<file path="config.mk">
export PLATFORM = sky130hd
export DESIGN_NAME = voq_rr_ctl
export DESIGN_NICKNAME = d
export VERILOG_FILES = /design/src/hdl/voq_rr_pkg.sv /design/src/hdl/voq_rr_ctl.sv
export SDC_FILE = /design/constraint.sdc
export NUM_CORES = 1
export LEC_CHECK = 0
export BUFFER_PORTS_ARGS = -buffer_cell sky130_fd_sc_hd__buf_4
export CAP_MARGIN = 20
export CORE_AREA = 2 2 39 41
export CTS_BUF_LIST = sky130_fd_sc_hd__clkbuf_4 sky130_fd_sc_hd__clkbuf_8
export DETAILED_ROUTE_END_ITERATION = 7
export DIE_AREA = 0 0 41 43
export GPL_TIMING_DRIVEN = 0
export HOLD_SLACK_MARGIN = 0.1
export SYNTH_ARGS = -nofsm -noshare
export SYNTH_HDL_FRONTEND = slang
export SYNTH_SLANG_ARGS = --single-unit
</file>
<file path="constraint.sdc">
create_clock -name clk -period 2.7 [get_ports clk]
set_input_delay 0.27 -clock clk [delete_from_list [all_inputs] [get_ports clk]]
set_output_delay 0.27 -clock clk [all_outputs]
set_load 0.02 [all_outputs]
</file>
<file path="src/hdl/voq_rr_pkg.sv">
// Package with field widths, codes and control types for the output queue block.
package voq_rr_pkg;

  localparam int KIND_W = 3;
  localparam int IDX_W  = 5;
  localparam int HND_W  = 16;
  localparam int ST_W   = 2;
  localparam int QLEN_W = 5;
  localparam int TOT_W  = 10;
  localparam int CFG_W  = 6;

  typedef enum logic [KIND_W-1:0] {
    KIND_ENQ   = 3'd0,
    KIND_PEEK  = 3'd1,
    KIND_DEQ   = 3'd2,
    KIND_RR    = 3'd3,
    KIND_CLEAR = 3'd4
  } kind_t;

  typedef enum logic [ST_W-1:0] {
    ST_OK    = 2'd0,
    ST_EMPTY = 2'd1,
    ST_FULL  = 2'd2,
    ST_BAD   = 2'd3
  } status_code_t;

  typedef enum logic [2:0] {
    S_IDLE,
    S_CHECK,
    S_REC_RD,
    S_UPDATE,
    S_HND_RD,
    S_EMIT
  } ctl_state_t;

  typedef struct packed {
    logic take;
    logic select;
    logic clear_all;
    logic rec_read;
    logic update;
    logic capture;
    logic emit;
  } ctl_cmd_t;

  typedef struct packed {
    logic is_qop;
    logic is_clear;
    logic is_enq;
    logic is_rr;
    logic bad;
    logic rr_found;
    logic q_empty;
    logic out_free;
  } ctl_status_t;

endpackage

</file>
<file path="src/hdl/voq_rr_ctl.sv">
// Controller state machine that steps one request through the queue datapath.
module voq_rr_ctl (
  input  logic                     clk,
  input  logic                     rst,
  input  logic                     req_valid,
  output logic                     req_ready,
  input  voq_rr_pkg::ctl_status_t  stat,
  output voq_rr_pkg::ctl_cmd_t     cmd
);
  import voq_rr_pkg::*;

  ctl_state_t state;
  ctl_state_t state_next;

  always_ff @(posedge clk) begin
    if (rst) begin
      state <= S_IDLE;
    end else begin
      state <= state_next;
    end
  end

  always_comb begin
    state_next = state;
    cmd        = '0;
    req_ready  = 1'b0;
    case (state)
      S_IDLE: begin
        req_ready = 1'b1;
        if (req_valid) begin
          cmd.take   = 1'b1;
          state_next = S_CHECK;
        end
      end
      S_CHECK: begin
        cmd.select    = 1'b1;
        cmd.clear_all = stat.is_clear;
        if (!stat.is_qop || stat.bad || (stat.is_rr && !stat.rr_found)) begin
          state_next = S_EMIT;
        end else begin
          state_next = S_REC_RD;
        end
      end
      S_REC_RD: begin
        cmd.rec_read = 1'b1;
        state_next   = S_UPDATE;
      end
      S_UPDATE: begin
        cmd.update = 1'b1;
        if (!stat.is_enq && !stat.q_empty) begin
          state_next = S_HND_RD;
        end else begin
          state_next = S_EMIT;
        end
      end
      S_HND_RD: begin
        cmd.capture = 1'b1;
        state_next  = S_EMIT;
      end
      S_EMIT: begin
        if (stat.out_free) begin
          cmd.emit   = 1'b1;
          state_next = S_IDLE;
        end
      end
      default: begin
        state_next = S_IDLE;
      end
    endcase
  end

endmodule

</file>
==> out/metrics.yaml <==
outcome: "finished, final reports clean"
post_drt_via_cell_ratio: 4.33
gr-usage-all-layers_pct: 10.1
min_period_ns: 1.48
synth_compound_area_share_pct: 22.3
core-area_um2: 1380
grt_overflow: 0
met2_usage_pct: 12.5
antenna_cells: 0
utilization_pct: 33.6
largest_reg_flops: 3
dieArea_um2: 1760
synth_xor_area_share_pct: 0
cts-resized-gates: 0
hold_buffers: 0
synth_top_family_by_area: "simple AND/OR/NAND/NOR gates"
seqCellArea_um2: 60.1
pwr_density_cell_nw_per_um2: 562
skew_ns: 0.000451
routed_wl_um: 675
clock_path_buffers: 2
seq_power_share_pct: 20.6
synth_fp_nets: 45
timing_worst_setup_path_type: "flip-flop to output pin"
synth-seq-area-share_pct: 21.4
layout_common_cells: "buf_4 (18), a21oi_1 (4), clkbuf_4 (4)"
synthMuxAreaShare_pct: 0
grt-busiest-layer: "met2"
required_ns: 2.43
finalCritPeriodShare_pct: 54.8
num_rows: 14
worst-path-buf-inv: 2
drtIter0Drc: 6
remaining_drc_errors: 0
io_pins: 19
nets: 68
max-slew-margin-rel_pct: 79.0
synth_cells: 34
yosys.area_share.simple_pct: 43.8
multi_input_area_um2: 185
gp_congestion: 0.742
root_buffer: "clkbuf_4"
area_growth_pct: 66.1
cts_tree: "yes"
p_int_mw: 0.174
path_delay_family: "buffers and inverters"
start_util_pct: 20.3
setup_viol: 0
ir_drop_mv: 0.196
ant_nets: 0
cts.sinks: 3
grt_max_degree: 11
max_cap_viol_count: 0
place_hpwl_um: 492
clk_pin_slew_worst_paths_ns: 0.04
synth-seq-cells: 3
netlist_area_um2: 280
crit_chain: "buf_2, nor3b_1, buf_4"
grt_pass1_wl_um: 1130
worst-endpoint-arrival_ns: 1.21
cts_max_level: 1
critPathLaunchType: "flip-flop"
cts_buffers: 3
synth-adder-area-share_pct: 0
ys_warn_count: 0
final_common_cell: "buf_4"
finalSetupTns_ns: 0
path_max_fanout: 10
cpMaxStageDelayCell: "dfxtp_1"
synth_cell_types: 21
hold_viol_final: 0
antenna_found_initial: 0
holdCritPathClass: "primary input to flip-flop"
clock_latency_ns: 0.24
timing.hold.ws_ns: 0.222
wl_per_cell_um: 9.38
pwr-share-comb_pct: 44.3
p_sw_share_pct: 33.3
die_w_um: 41
reg_top3: "state (3)"
fillers: 154
crit_path_end_kind: "output pin"
top_register: "state"
p_leak_nw: 0.221
use_met3_pct: 4.71
slowest_delay_ns: 0.36
vias: 312
drive_gt1_share_pct: 50.0
tightestPinTransition_ns: 0.311
p_switching_mw: 0.0870
grtUsageMet1_pct: 11.9
clkPwrFrac_pct: 35.2
rsz0062_at_grt: "false"
avgSynthCellArea_um2: 8.24
drv_slew: 0
numPortBuffers: 18
fin_ws_ns: 1.22
die_height_um: 43
grt_pass1_vias: 271
fmax_mhz: 676
post-cts-setup-buffers: 0
first_pass_iters: 4
pre_cts_ws_ns: 1.47
==> synthesized netlist by cell type <==
cell     n  area (um^2)
o31a_1   1         8.76
o31ai_1  1         7.51
nor3_1   2         10.0
nor2b_2  1         8.76
nor2b_1  3         18.8
nor3_4   1         16.3
and2_1   2         12.5
buf_2    1         5.00
and3_1   1         6.26
nand2_1  2         7.51
o21ai_0  1         5.00
and3b_1  1         8.76
buf_6    2         22.5
nor3b_1  2         15.0
dfxtp_1  3         60.1
inv_1    2         7.51
nor3b_4  1         18.8
o41ai_1  1         8.76
a22oi_1  1         7.51
o21ai_1  1         5.00
a21oi_1  4         20.0
==> layer usage <==
layer,vias up,share of wire [%]
met4,0,1.6
met1,128,44
met3,2,11
met5,-,0
li1,165,-
met2,17,43
==> kinds of logic (layout without fill, tap and decap cells) <==
group,after synthesis,in the layout
flip-flops,3,3
AO/OA/AOI/OAI,10,10
buffers and inverters,5,27
AND/OR/NAND/NOR,16,16
==> through the flow <==
| step | instances | instance area [um^2] | power (mW) |
|---|---|---|---|
| 6_report | 72 | 465 | 0.261 |
| 4_1_cts | 72 | 465 | 0.264 |
| 3_3_place_gp | 68 | 435 | 0.170 |
| 5_1_grt | 72 | 465 | 0.281 |
| 3_5_place_dp | 68 | 435 | 0.171 |
| 2_1_floorplan | 34 | 280 | 0.130 |
==> cell type report <==
class | instances | area share, %
multi-input combinational | 26 | 39.8
timing repair buffer | 18 | 29.0
sequential | 3 | 12.9
clock buffer | 4 | 6.45
buffer | 3 | 5.91
tap | 16 | 4.30
inverter | 2 | 1.61
==> final timing paths <==
kind,from,endpoint,slack (ns),cells after the start
worst max-delay path,state[2],cmd[1],1.22,3
worst min-delay path,rst,state[2],0.22,2
worst max register to register,state[1],state[2],1.60,3
worst min register to register,state[0],state[2],0.68,4
==> worst reg2reg max path, cell delays in order (launching register included) <==
cell and delay (ns):
dfxtp_1 0.33, buf_6 0.15, o41ai_1 0.38, a21oi_1 0.11
==> power groups by stage <==
stage	clock [mW]	sequential (mW)	combinational, mW
after global routing	0.100	0.0546	0.126
final	0.0919	0.0537	0.116
after CTS	0.0935	0.0538	0.117
after floorplan	0	0.0542	0.0758
after global placement	0	0.0543	0.116
after detailed placement	0	0.0545	0.117
Note: power is estimated with default switching activity, not from simulation.
